## config.mk

```make
export PLATFORM = sky130hd
export DESIGN_NAME = unix_time_to_civil_date_unit
export DESIGN_NICKNAME = d
export VERILOG_FILES = /design/src/rtl/ucd_pkg.sv /design/src/rtl/ucd_day_split.sv /design/src/rtl/ucd_civil_date.sv /design/src/rtl/ucd_clock_fields.sv /design/src/rtl/unix_time_to_civil_date_unit.sv
export SDC_FILE = /design/constraint.sdc
export NUM_CORES = 2
export LEC_CHECK = 0
export BUFFER_PORTS_ARGS = -buffer_cell sky130_fd_sc_hd__buf_2
export CAP_MARGIN = 20
export CORE_ASPECT_RATIO = 2
export CORE_MARGIN = 3
export CORE_UTILIZATION = 30
export DETAILED_ROUTE_END_ITERATION = 8
export PLACE_DENSITY = 0.53
export SETUP_SLACK_MARGIN = 0.3
export SYNTH_ARGS = -nofsm -noshare
export SYNTH_HDL_FRONTEND = slang
export SYNTH_HIERARCHICAL = 1
export SYNTH_SLANG_ARGS = --single-unit
export TNS_END_PERCENT = 50
```

## constraint.sdc

```tcl
create_clock -name clk -period 8 [get_ports clk]
set_clock_uncertainty 0.2 [all_clocks]
set_input_delay 1.2 -clock clk [delete_from_list [all_inputs] [get_ports clk]]
set_output_delay 1.2 -clock clk [all_outputs]
set_load 0.02 [all_outputs]
```

## src/rtl/ucd_pkg.sv

```systemverilog
// ----------------------------------------------------------------------------
// ucd_pkg: shared types and constants of the unix time to civil date unit
// Reciprocal multipliers for the constant divisions and the stage structs.
// ----------------------------------------------------------------------------
`timescale 1ns / 1ps

package ucd_pkg;

  // bias of 32768 days makes the local time non-negative in 33 bits
  localparam logic [32:0] TIME_BIAS = 33'd2831155200;

  // seconds per day is 128 * 675; floor(v / 675) for a 26-bit v
  localparam int unsigned  DAY_SH  = 36;
  localparam logic [26:0]  DAY_MUL = 27'(((64'd1 << DAY_SH) + 64'd674) / 64'd675);
  localparam logic [9:0]   DAY_DIV = 10'd675;

  // days shift minus the day bias, and era boundaries of the shifted day count
  localparam logic [19:0]  Z_SHIFT    = 20'd686700;
  localparam logic [19:0]  ERA4_START = 20'd584388;
  localparam logic [19:0]  ERA5_START = 20'd730485;

  // day of era divided by 36524, 73048, 109572 and 146096
  localparam logic [17:0]  CENT1    = 18'd36524;
  localparam logic [17:0]  CENT2    = 18'd73048;
  localparam logic [17:0]  CENT3    = 18'd109572;
  localparam logic [17:0]  ERA_LAST = 18'd146096;

  // floor(x / 365) for a 16-bit x (used on doe / 4)
  localparam int unsigned  Q365_SH  = 25;
  localparam logic [16:0]  Q365_MUL = 17'(((64'd1 << Q365_SH) + 64'd364) / 64'd365);

  // floor(x / 365) for an 18-bit x
  localparam int unsigned  Y365_SH  = 27;
  localparam logic [18:0]  Y365_MUL = 19'(((64'd1 << Y365_SH) + 64'd364) / 64'd365);

  // floor(x / 153) for an 11-bit x
  localparam int unsigned  M153_SH  = 19;
  localparam logic [11:0]  M153_MUL = 12'(((64'd1 << M153_SH) + 64'd152) / 64'd153);

  // floor(x / 5) for an 11-bit x
  localparam int unsigned  D5_SH  = 14;
  localparam logic [11:0]  D5_MUL = 12'(((64'd1 << D5_SH) + 64'd4) / 64'd5);

  // floor(x / 3600) for a 17-bit x
  localparam int unsigned  HOUR_SH  = 29;
  localparam logic [17:0]  HOUR_MUL = 18'(((64'd1 << HOUR_SH) + 64'd3599) / 64'd3600);

  // floor(x / 60) for a 12-bit x
  localparam int unsigned  MIN_SH  = 18;
  localparam logic [12:0]  MIN_MUL = 13'(((64'd1 << MIN_SH) + 64'd59) / 64'd60);

  // floor(x / 7) for a 16-bit x
  localparam int unsigned  WD_SH  = 19;
  localparam logic [16:0]  WD_MUL = 17'(((64'd1 << WD_SH) + 64'd6) / 64'd7);

  // biased day index plus 3 is congruent to days plus 4 modulo 7
  localparam logic [15:0]  WD_OFFSET = 16'd3;

  // stage counts of the date path and of the clock path before padding
  localparam int unsigned  DATE_LAT = 7;
  localparam int unsigned  CLK_LAT  = 3;

  // split of local time into biased day index and second of day
  typedef struct packed {
    logic [15:0] day_idx;
    logic [16:0] sod;
  } day_split_t;

  typedef struct packed {
    logic [10:0] year;
    logic [3:0]  month;
    logic [4:0]  day_of_month;
  } civil_date_t;

  typedef struct packed {
    logic [2:0] weekday;
    logic [4:0] hour;
    logic [5:0] minute;
  } clock_fields_t;

endpackage

```

## src/rtl/ucd_day_split.sv

```systemverilog
// ----------------------------------------------------------------------------
// ucd_day_split: local time to day index and second of day
// Adds the offset and a day bias, then floor-divides by 86400 in three stages.
// ----------------------------------------------------------------------------
`timescale 1ns / 1ps

module ucd_day_split (
  input  logic                clk,
  input  logic                rst_n,
  input  logic                in_valid,
  input  logic signed [31:0]  unix_time,
  input  logic signed [16:0]  zone_offset,
  output logic                out_valid,
  output ucd_pkg::day_split_t out_data
);

  logic        v1_r, v2_r, v3_r;
  logic [32:0] local_r;
  logic [32:0] local_nxt;
  logic [25:0] hi_r;
  logic [6:0]  lo_r;
  logic [15:0] q_r;
  logic [52:0] q_prod;
  logic [15:0] q_nxt;
  logic [25:0] rem_full;
  ucd_pkg::day_split_t out_r;
  ucd_pkg::day_split_t out_nxt;

  // stage 1: biased local time, always non-negative
  assign local_nxt = {unix_time[31], unix_time} + {{16{zone_offset[16]}}, zone_offset}
                     + ucd_pkg::TIME_BIAS;

  // stage 2: quotient by 675 of the time shifted down by 7
  assign q_prod = 53'(local_r[32:7]) * 53'(ucd_pkg::DAY_MUL);
  assign q_nxt  = q_prod[ucd_pkg::DAY_SH +: 16];

  // stage 3: remainder rebuilt into second of day
  assign rem_full        = hi_r - 26'(q_r) * 26'(ucd_pkg::DAY_DIV);
  assign out_nxt.day_idx = q_r;
  assign out_nxt.sod     = {rem_full[9:0], lo_r};

  // valid bits
  always_ff @(posedge clk) begin
    if (!rst_n) begin
      v1_r <= 1'b0;
      v2_r <= 1'b0;
      v3_r <= 1'b0;
    end else begin
      v1_r <= in_valid;
      v2_r <= v1_r;
      v3_r <= v2_r;
    end
  end

  // data stages
  always_ff @(posedge clk) begin
    local_r <= local_nxt;
    hi_r    <= local_r[32:7];
    lo_r    <= local_r[6:0];
    q_r     <= q_nxt;
    out_r   <= out_nxt;
  end

  assign out_valid = v3_r;
  assign out_data  = out_r;

endmodule

```

## src/rtl/ucd_civil_date.sv

```systemverilog
// ----------------------------------------------------------------------------
// ucd_civil_date: biased day index to year, month and day of month
// Era-based civil-from-days conversion in seven register stages.
// ----------------------------------------------------------------------------
`timescale 1ns / 1ps

module ucd_civil_date (
  input  logic                 clk,
  input  logic                 rst_n,
  input  logic                 in_valid,
  input  logic [15:0]          day_idx,
  output logic                 out_valid,
  output ucd_pkg::civil_date_t out_data
);

  logic [ucd_pkg::DATE_LAT-1:0] vld_r;

  // stage a
  logic [19:0] z;
  logic        era5_nxt;
  logic [17:0] doe_nxt;
  logic        era5_a_r;
  logic [17:0] doe_a_r;

  // stage b
  logic [32:0] q365_prod;
  logic [6:0]  div1460_nxt;
  logic [2:0]  div36524_nxt;
  logic        last_nxt;
  logic        era5_b_r;
  logic [17:0] doe_b_r;
  logic [6:0]  div1460_r;
  logic [2:0]  div36524_r;
  logic        last_r;

  // stage c
  logic [17:0] num_nxt;
  logic        era5_c_r;
  logic [17:0] doe_c_r;
  logic [17:0] num_r;

  // stage d
  logic [36:0] y365_prod;
  logic [8:0]  yoe_nxt;
  logic        era5_d_r;
  logic [17:0] doe_d_r;
  logic [8:0]  yoe_d_r;

  // stage e
  logic [1:0]  cent;
  logic [17:0] yday;
  logic [8:0]  doy_nxt;
  logic        era5_e_r;
  logic [8:0]  yoe_e_r;
  logic [8:0]  doy_e_r;

  // stage f
  logic [10:0] mx;
  logic [22:0] mp_prod;
  logic [3:0]  mp_nxt;
  logic        era5_f_r;
  logic [8:0]  yoe_f_r;
  logic [8:0]  doy_f_r;
  logic [3:0]  mp_f_r;

  // stage g
  logic [10:0] dx;
  logic [22:0] d5_prod;
  logic [8:0]  mstart;
  logic [8:0]  dd_full;
  logic        early;
  ucd_pkg::civil_date_t out_nxt;
  ucd_pkg::civil_date_t out_r;

  // stage a: shifted day count, era and day of era
  assign z        = 20'(day_idx) + ucd_pkg::Z_SHIFT;
  assign era5_nxt = (z >= ucd_pkg::ERA5_START);
  assign doe_nxt  = 18'(z - (era5_nxt ? ucd_pkg::ERA5_START : ucd_pkg::ERA4_START));

  // stage b: leap corrections of the day of era
  assign q365_prod    = 33'(doe_a_r[17:2]) * 33'(ucd_pkg::Q365_MUL);
  assign div1460_nxt  = q365_prod[ucd_pkg::Q365_SH +: 7];
  assign div36524_nxt = 3'(doe_a_r >= ucd_pkg::CENT1) + 3'(doe_a_r >= ucd_pkg::CENT2)
                      + 3'(doe_a_r >= ucd_pkg::CENT3) + 3'(doe_a_r >= ucd_pkg::ERA_LAST);
  assign last_nxt     = (doe_a_r == ucd_pkg::ERA_LAST);

  // stage c: corrected day count
  assign num_nxt = doe_b_r - 18'(div1460_r) + 18'(div36524_r) - 18'(last_r);

  // stage d: year of era
  assign y365_prod = 37'(num_r) * 37'(ucd_pkg::Y365_MUL);
  assign yoe_nxt   = y365_prod[ucd_pkg::Y365_SH +: 9];

  // stage e: day of year, counted from march 1
  assign cent    = 2'(yoe_d_r >= 9'd100) + 2'(yoe_d_r >= 9'd200) + 2'(yoe_d_r >= 9'd300);
  assign yday    = 18'(yoe_d_r) * 18'd365 + 18'(yoe_d_r[8:2]) - 18'(cent);
  assign doy_nxt = 9'(doe_d_r - yday);

  // stage f: month index, march is 0
  assign mx      = 11'(doy_e_r) * 11'd5 + 11'd2;
  assign mp_prod = 23'(mx) * 23'(ucd_pkg::M153_MUL);
  assign mp_nxt  = mp_prod[ucd_pkg::M153_SH +: 4];

  // stage g: day of month, month and year
  assign dx      = 11'(mp_f_r) * 11'd153 + 11'd2;
  assign d5_prod = 23'(dx) * 23'(ucd_pkg::D5_MUL);
  assign mstart  = d5_prod[ucd_pkg::D5_SH +: 9];
  assign dd_full = doy_f_r - mstart + 9'd1;
  assign early   = (mp_f_r >= 4'd10);

  always_comb begin
    out_nxt.day_of_month = dd_full[4:0];
    out_nxt.month        = early ? (mp_f_r - 4'd9) : (mp_f_r + 4'd3);
    out_nxt.year         = 11'(yoe_f_r) + (era5_f_r ? 11'd2000 : 11'd1600) + 11'(early);
  end

  // valid bits
  always_ff @(posedge clk) begin
    if (!rst_n) begin
      vld_r <= '0;
    end else begin
      vld_r <= {vld_r[ucd_pkg::DATE_LAT-2:0], in_valid};
    end
  end

  // data stages
  always_ff @(posedge clk) begin
    era5_a_r   <= era5_nxt;
    doe_a_r    <= doe_nxt;

    era5_b_r   <= era5_a_r;
    doe_b_r    <= doe_a_r;
    div1460_r  <= div1460_nxt;
    div36524_r <= div36524_nxt;
    last_r     <= last_nxt;

    era5_c_r   <= era5_b_r;
    doe_c_r    <= doe_b_r;
    num_r      <= num_nxt;

    era5_d_r   <= era5_c_r;
    doe_d_r    <= doe_c_r;
    yoe_d_r    <= yoe_nxt;

    era5_e_r   <= era5_d_r;
    yoe_e_r    <= yoe_d_r;
    doy_e_r    <= doy_nxt;

    era5_f_r   <= era5_e_r;
    yoe_f_r    <= yoe_e_r;
    doy_f_r    <= doy_e_r;
    mp_f_r     <= mp_nxt;

    out_r      <= out_nxt;
  end

  assign out_valid = vld_r[ucd_pkg::DATE_LAT-1];
  assign out_data  = out_r;

endmodule

```

## src/rtl/ucd_clock_fields.sv

```systemverilog
// ----------------------------------------------------------------------------
// ucd_clock_fields: weekday, hour and minute
// Three compute stages, then a delay line to match the date path.
// ----------------------------------------------------------------------------
`timescale 1ns / 1ps

module ucd_clock_fields (
  input  logic                   clk,
  input  ucd_pkg::day_split_t    in_data,
  output ucd_pkg::clock_fields_t out_data
);

  localparam int unsigned PAD = ucd_pkg::DATE_LAT - ucd_pkg::CLK_LAT;

  // stage 1
  logic [34:0] hour_prod;
  logic [15:0] wx;
  logic [32:0] wq_prod;
  logic [4:0]  hour_1_r;
  logic [16:0] sod_1_r;
  logic [15:0] wx_1_r;
  logic [13:0] wq_1_r;

  // stage 2
  logic [16:0] msec_full;
  logic [15:0] wd_full;
  logic [4:0]  hour_2_r;
  logic [11:0] msec_2_r;
  logic [2:0]  wd_2_r;

  // stage 3
  logic [24:0] min_prod;
  ucd_pkg::clock_fields_t f3_nxt;
  ucd_pkg::clock_fields_t f3_r;

  ucd_pkg::clock_fields_t pad_r [PAD];

  // stage 1: hour and week quotient
  assign hour_prod = 35'(in_data.sod) * 35'(ucd_pkg::HOUR_MUL);
  assign wx        = in_data.day_idx + ucd_pkg::WD_OFFSET;
  assign wq_prod   = 33'(wx) * 33'(ucd_pkg::WD_MUL);

  // stage 2: second of hour and weekday
  assign msec_full = sod_1_r - 17'(hour_1_r) * 17'd3600;
  assign wd_full   = wx_1_r - 16'(wq_1_r) * 16'd7;

  // stage 3: minute
  assign min_prod = 25'(msec_2_r) * 25'(ucd_pkg::MIN_MUL);

  always_comb begin
    f3_nxt.weekday = wd_2_r;
    f3_nxt.hour    = hour_2_r;
    f3_nxt.minute  = min_prod[ucd_pkg::MIN_SH +: 6];
  end

  // compute stages
  always_ff @(posedge clk) begin
    hour_1_r <= hour_prod[ucd_pkg::HOUR_SH +: 5];
    sod_1_r  <= in_data.sod;
    wx_1_r   <= wx;
    wq_1_r   <= wq_prod[ucd_pkg::WD_SH +: 14];

    hour_2_r <= hour_1_r;
    msec_2_r <= msec_full[11:0];
    wd_2_r   <= wd_full[2:0];

    f3_r     <= f3_nxt;
  end

  // delay line to line up with the date fields
  always_ff @(posedge clk) begin
    pad_r[0] <= f3_r;
    for (int i = 1; i < PAD; i++) begin
      pad_r[i] <= pad_r[i-1];
    end
  end

  assign out_data = pad_r[PAD-1];

endmodule

```

## src/rtl/unix_time_to_civil_date_unit.sv

```systemverilog
// ----------------------------------------------------------------------------
// unix_time_to_civil_date_unit: signed unix time to local civil date and time
// Each accepted start passes the day split, then the date and clock paths, to out_valid.
// Throughput one item per cycle, set by the ten-stage pipeline; busy stays low.
// Synchronous active-low reset clears the valid bits and sets the offset to 0.
// ----------------------------------------------------------------------------
`timescale 1ns / 1ps

module unix_time_to_civil_date_unit (
  input  logic               clk,
  input  logic               rst_n,

  // item input
  input  logic               start,
  output logic               busy,
  input  logic signed [31:0] in_unix_time,

  // result output
  output logic               out_valid,
  output logic [10:0]        out_year,
  output logic [3:0]         out_month,
  output logic [4:0]         out_day_of_month,
  output logic [2:0]         out_weekday,
  output logic [4:0]         out_hour,
  output logic [5:0]         out_minute,

  // offset register write
  input  logic               cfg_valid,
  output logic               cfg_ready,
  input  logic signed [16:0] cfg_zone_offset
);

  logic signed [16:0]     zone_offset_r;
  logic                   split_valid;
  ucd_pkg::day_split_t    split_data;
  ucd_pkg::civil_date_t   date_data;
  ucd_pkg::clock_fields_t clock_data;

  // pipeline never stalls
  assign busy      = 1'b0;
  assign cfg_ready = 1'b1;

  // offset register
  always_ff @(posedge clk) begin
    if (!rst_n) begin
      zone_offset_r <= '0;
    end else if (cfg_valid && cfg_ready) begin
      zone_offset_r <= cfg_zone_offset;
    end
  end

  ucd_day_split u_split (
    .clk         (clk),
    .rst_n       (rst_n),
    .in_valid    (start && !busy),
    .unix_time   (in_unix_time),
    .zone_offset (zone_offset_r),
    .out_valid   (split_valid),
    .out_data    (split_data)
  );

  ucd_civil_date u_date (
    .clk       (clk),
    .rst_n     (rst_n),
    .in_valid  (split_valid),
    .day_idx   (split_data.day_idx),
    .out_valid (out_valid),
    .out_data  (date_data)
  );

  ucd_clock_fields u_clock (
    .clk      (clk),
    .in_data  (split_data),
    .out_data (clock_data)
  );

  // result fields
  assign out_year         = date_data.year;
  assign out_month        = date_data.month;
  assign out_day_of_month = date_data.day_of_month;
  assign out_weekday      = clock_data.weekday;
  assign out_hour         = clock_data.hour;
  assign out_minute       = clock_data.minute;

endmodule

```

### After elaboration in Yosys (flattened, before gate mapping)

Memories as Yosys holds them, arrays and structs flattened.
Index checks and enable logic that the tools add are counted.

* output and inout bits: 37
* word-level logic and storage cells: 99
* RAM bits: 56
* register bits after elaboration: 348
* memories: 1

Memory list
* u_clock.pad_r: depth 4, width 14, read ports 4, clocked after memory_dff 0, write ports 4, RTL line ucd_clock_fields.sv:36 `ucd_pkg::clock_fields_t pad_r [PAD];`

* muxes and demuxes: 3
* magnitude comparators: 9
* add/sub/neg operators: 27
* eq/ne operators: 1
* $mul: 14

Operators with widths (count)
* 26-bit by 27-bit multiplier with 52-bit output (second input constant): 1
* 18-bit by 17-bit >= comparator with 1-bit output (second input constant): 2
* 17-bit by 18-bit multiplier with 34-bit output (second input constant): 1
* 32-bit by 17-bit adder with 33-bit output: 1
* 33-bit by 32-bit adder with 33-bit output (second input constant): 1
* 16-bit by 17-bit multiplier with 33-bit output (second input constant): 1
* 18-bit by 16-bit multiplier with 33-bit output (second input constant): 1
* 16-bit by 16-bit multiplier with 31-bit output (second input constant): 1
* 11-bit by 12-bit multiplier with 23-bit output (second input constant): 1
* 12-bit by 12-bit multiplier with 23-bit output (second input constant): 1
* 11-bit by 2-bit adder with 11-bit output (second input constant): 2
* 16-bit by 20-bit adder with 20-bit output (second input constant): 1
* 20-bit >= comparator (second input constant): 1
* 11-bit by 12-bit multiplier with 19-bit output (second input constant): 1
* 18-bit by 3-bit adder with 18-bit output: 1
* 18-bit equality test (second input constant): 1
* 18-bit by 16-bit >= comparator with 1-bit output (second input constant): 1
* 18-bit >= comparator (second input constant): 1
* 18-bit two-way mux: 1
* 18-bit by 1-bit subtractor with 18-bit output: 1
* 18-bit subtractor: 1
* 18-bit by 7-bit subtractor with 18-bit output: 1
* 16-bit by 2-bit adder with 16-bit output (second input constant): 1
* 16-bit by 10-bit multiplier with 10-bit output (second input constant): 1
* other kinds (26): 28

### Depth between registers and ports, before layout

* depth after elaboration: 5
* mapped depth: 34

### By module

The synthesis kept the hierarchy.

By module, submodules not included
* ucd_civil_date: sequential area each 3223.1 µm², cells each 2068, area an instance 21694.6 µm², instances 1
* ucd_day_split: sequential area each 2042.0 µm², cells each 1475, area an instance 14814.2 µm², instances 1
* ucd_clock_fields: sequential area each 2262.2 µm², cells each 1032, area an instance 10994.3 µm², instances 1
* unix_time_to_civil_date_unit: sequential area each 340.3 µm², cells each 58, area an instance 674.4 µm², instances 1

### Worst setup path after synthesis

OpenSTA, ideal clock, no wires.

* path type: register -> register
* start: register u_date.mp_f_r[1]
* end: register u_date.out_r, in the netlist u_date/out_data[4]
* setup time: 121 ps
* path buffers: 0
* period minus slack after synthesis: 7520 ps
* path slack: 480 ps
* required time: 7679 ps
* data arrival time: 7199 ps
* cell stages (with the launch flop): 32
* cells stage by stage: dfxtp_1 > inv_1 > ha_1 > ha_1 > a41oi_1 > nor2b_1 > o21ai_0 > o21bai_1 > a21oi_1 > xnor2_1 > ha_1 > inv_1 > fa_1 > fa_1 > inv_1 > fa_1 > fa_1 > ha_1 > a21o_1 > a21o_1 > a21oi_1 > nand2_1 > o21ai_1 > o21bai_1 > a21oi_1 > xor2_1 > ha_1 > ha_1 > a21o_1 > a21oi_1 > xnor2_1 > xnor2_1

* longest elaborated chain between the ends: 5

Ends and longest elaborated chain
* from (decl): RTL line ucd_civil_date.sv:64 `logic [3:0] mp_f_r;`
* from (signal assigned): RTL line ucd_civil_date.sv:152 `mp_f_r <= mp_nxt;`
* 4-bit by 8-bit multiplier with 11-bit output: RTL line ucd_civil_date.sv:105 `assign dx = 11'(mp_f_r) * 11'd153 + 11'd2;`
* 11-bit by 2-bit adder with 11-bit output: RTL line ucd_civil_date.sv:105
* 11-bit by 12-bit multiplier with 19-bit output: RTL line ucd_civil_date.sv:106 `assign d5_prod = 23'(dx) * 23'(ucd_pkg::D5_MUL);`
* 5-bit subtractor: RTL line ucd_civil_date.sv:108 `assign dd_full = doy_f_r - mstart + 9'd1;`
* 5-bit by 1-bit adder with 5-bit output: RTL line ucd_civil_date.sv:108
* via u_date.dd_full[4]: RTL line ucd_civil_date.sv:70 `logic [8:0] dd_full;`
* to (signal assigned): RTL line ucd_civil_date.sv:154 `out_r <= out_nxt;`
* to (decl): RTL line ucd_civil_date.sv:73 `ucd_pkg::civil_date_t out_r;`

The timed path passes the listed nets, and every way through them passes these cells.
A chain may end at the register's enable or synchronous reset.

### Worst setup path in the final report

* start: register u_date.mp_f_r[2]
* end: register u_date.out_r, in the netlist u_date/out_data[4]

Same word-level chain as after synthesis.

==> results.json <==
{
  "grt_max_degree": 28,
  "synthMuxAreaShare": 0.00439,
  "track_usage": 0.139,
  "cp-start-kind": "register",
  "die_h_um": 573,
  "dieArea_um2": 166000,
  "async_flop_share": 0,
  "report.final.hold_viol_count": 0,
  "hp-class": "reg2reg",
  "synth_area_um2": 48200,
  "core-area_um2": 159000,
  "avgViaCountPerCell": 4.49,
  "syn-num-nets": 6556,
  "synth_simple_gate_area_frac": 0.0443,
  "synth_top_family_by_area": "adder cells",
  "die_w_um": 289,
  "antenna_found_initial": 1,
  "num_vias": 31100,
  "synth-edff-count": 0,
  "min_period_ns": 7.29,
  "critPathSlowestCell": "fa_1",
  "min_to": "u_clock/pad_r[1][5]",
  "h-tree-depth": 2,
  "synth_commonest_cells": "ha_1 (1262), inv_1 (1170), fa_1 (608)",
  "multi_input_area_um2": 35900,
  "path_max_fanout": 8,
  "timing.setup.tns_ns": 0,
  "slew-limit-headroom": 0.305,
  "end_kind": "register",
  "synth_seq_area_share": 0.163,
  "synth-adder-area-share": 0.580,
  "status": "completed",
  "wl_per_cell_um": 16.2,
  "hold_start": "u_clock/pad_r[0][5]",
  "setup_viol": 0,
  "syn_inst": 4633,
  "crit_path_max_incr_delay_ns": 0.52,
  "fin_nets": 6712,
  "overflow": 0,
  "synth_seq_cells": 393,
  "yosysMostFrequentCell": "ha_1",
  "clockBufferDepth": 3,
  "drtIter0Drc": 690,
  "finalWeightedCongestion": 0.883,
  "setup_slack_ns": 0.710,
  "layoutNonFillerInstCount": 6918,
  "post-place-ws_ns": 0.244,
  "ant_nets": 0,
  "crit_required_ns": 8.33,
  "path_common_cell": "ha_1",
  "ff_latch_area_um2": 7870,
  "syn2layout_area_growth_pct": 10.3,
  "crit_type": "reg2reg",
  "ys.flop_type": "dfxtp_1",
  "drv_cap": 0,
  "rsz0062_at_grt": "no",
  "ys_top_cells_by_area": "ha_1 (33%), fa_1 (25%), dfxtp_1 (16%)",
  "ys_types": 93,
  "grt_pass1_wl_um": 180000,
  "cts-root-buf": "clkbuf_16",
  "ys_warn_count": 6,
  "r2r_cells": 31,
  "grt_pass1_vias": 35100,
  "synth_compound_area_frac": 0.0706,
  "drt_wl_total_um": 112000,
  "cts_tree": "yes",
  "maxSlewViolCount": 0,
  "fmax_mhz": 137,
  "drive_above_1_share": 0.0601,
  "rows": 207,
  "syn_area_per_cell_um2": 10.4,
  "cts_sinks": 393,
  "synthXorXnorAreaFrac": 0.0434,
  "arrival_ns": 7.62,
  "io_pins": 90,
  "r2r-start": "u_date/mp_f_r[2]",
  "worst_slew_pin_slew_ns": 1.04,
  "yosys.area.top_type_share": 0.328,
  "drt_first_pass_iters": 4,
  "initial_core_util": 0.302,
  "dp_cells": 6829,
  "yosysTopAreaCell": "ha_1",
  "r2r_slack_ns": 0.71,
  "rr_endpoint": "u_date/out_data[4]",
  "dpl.hpwl_um": 99400,
  "drc_errors": 0,
  "fin_crit_sh": 0.911,
  "hold_depth": 0,
  "cts_buffers": 47,
  "io_buffers": 87,
  "cts.reportedPaths.clkPinSlew_ns": 0.07,
  "fillers": 16300,
  "clk_latency_ns": 0.65
}
==> cell usage in the layout, fill, tap and decap left out, types with 15 or more instances in the layout <==
master / count
ha_1: 1258
inv_1: 1170
fa_1: 608
dfxtp_1: 391
xnor2_1: 174
a21oi_1: 134
nand2_1: 110
nor2_1: 98
buf_2: 87
o21ai_0: 74
xor2_1: 61
a21o_1: 58
clkbuf_16: 47
nand3_1: 43
nor2b_1: 40
buf_4: 38
nor3_1: 25
nand4_1: 24
o21a_1: 24
and2_1: 22
mux2i_1: 20
a31oi_1: 20
or2_2: 16
and3_1: 15
o211ai_1: 15
a211oi_1: 15
==> final cells by class <==
| class | count | area share |
|---|---|---|
| repair buffers | 125 | 0.0136 |
| clock inverters | 36 | 0.00758 |
| multi-input cells | 3051 | 0.676 |
| clock buffers | 51 | 0.0226 |
| flip-flops and latches | 393 | 0.148 |
| diodes | 1 | 0.0000471 |
| well taps | 2090 | 0.0492 |
| inverters | 1171 | 0.0827 |
==> what timing repair did <==
item                                    CTS  global route
gates cloned                              0             0
endpoints found under the setup margin    1             3
setup buffers                             0             1
pin swaps                                 0             7
hold buffers                              0             0
gates resized for setup                   3            20
==> critical path, delay by kind of cell, from the launching register on <==
kind            cells  cell delay (ns)
simple gates        1             0.08
xor+xnor            4             0.56
compound gates     10             1.64
flops               1             0.42
fa+ha+maj          11             4.02
buf+inv             5             0.29
==> how the worst max path moves through the flow <==
stage,from,end,slack [ns],depth (start not counted)
global placement,u_date/mp_f_r[0],u_date/out_data[4],0.26,31
detailed placement,u_date/mp_f_r[0],u_date/out_data[4],0.24,30
global route,u_date/mp_f_r[0],u_date/out_data[4],0.27,33
CTS,u_date/mp_f_r[0],u_date/out_data[4],0.36,30
finish,u_date/mp_f_r[2],u_date/out_data[4],0.71,31
floorplan,u_date/mp_f_r[1],u_date/out_data[4],0.48,31
==> state kept, by name, indices dropped and copies added (netlist names), 7 cells and up <==
name,flops
u_clock/sod_1_r,12
u_date/num_r,18
u_date/yoe_f_r,9
u_date/doe_c_r,9
u_date/yoe_d_r,9
u_date/doe_d_r,9
u_clock/pad_r,56
u_split/lo_r,7
u_split/hi_r,10
u_date/doe_a_r,18
u_date/doy_e_r,9
u_date/yoe_e_r,9
u_date/div1460_r,7
u_split/local_r,33
u_split/q_r,16
u_date/vld_r,7
u_clock/msec_2_r,12
zone_offset_r,17
u_date/out_data,20
u_split/out_data,33
u_date/doe_b_r,18
u_clock/f3_r,14
==> layer usage <==
layer / global-route usage / up-vias / wire length, um
li1: - / 15200 / -
met1: 0.116 / 15300 / 34500
met3: 0.0117 / 209 / 2030
met5: 0 / - / 0
met4: 0.0672 / 0 / 6150
met2: 0.308 / 366 / 69700
==> kinds of logic after synthesis <==
logic type	Yosys count
simple gates	431
fa+ha+maj	1870
buf+inv	1189
compound gates	489
mux	21
xor+xnor	238
flops	393
other cells	2
==> metrics by stage <==
stage | util | hold slack [ns] | cell area, um^2
floorplan | - | 0.110 | 48200
global placement | 0.323 | 0.110 | 51400
detailed placement | 0.323 | 0.112 | 51400
CTS | 0.333 | 0.113 | 53000
global route | 0.334 | 0.116 | 53100
finish | 0.334 | 0.113 | 53100
Power is not shown: default switching activity piles up to over one toggle a cycle in this logic, so the estimate is an artifact.
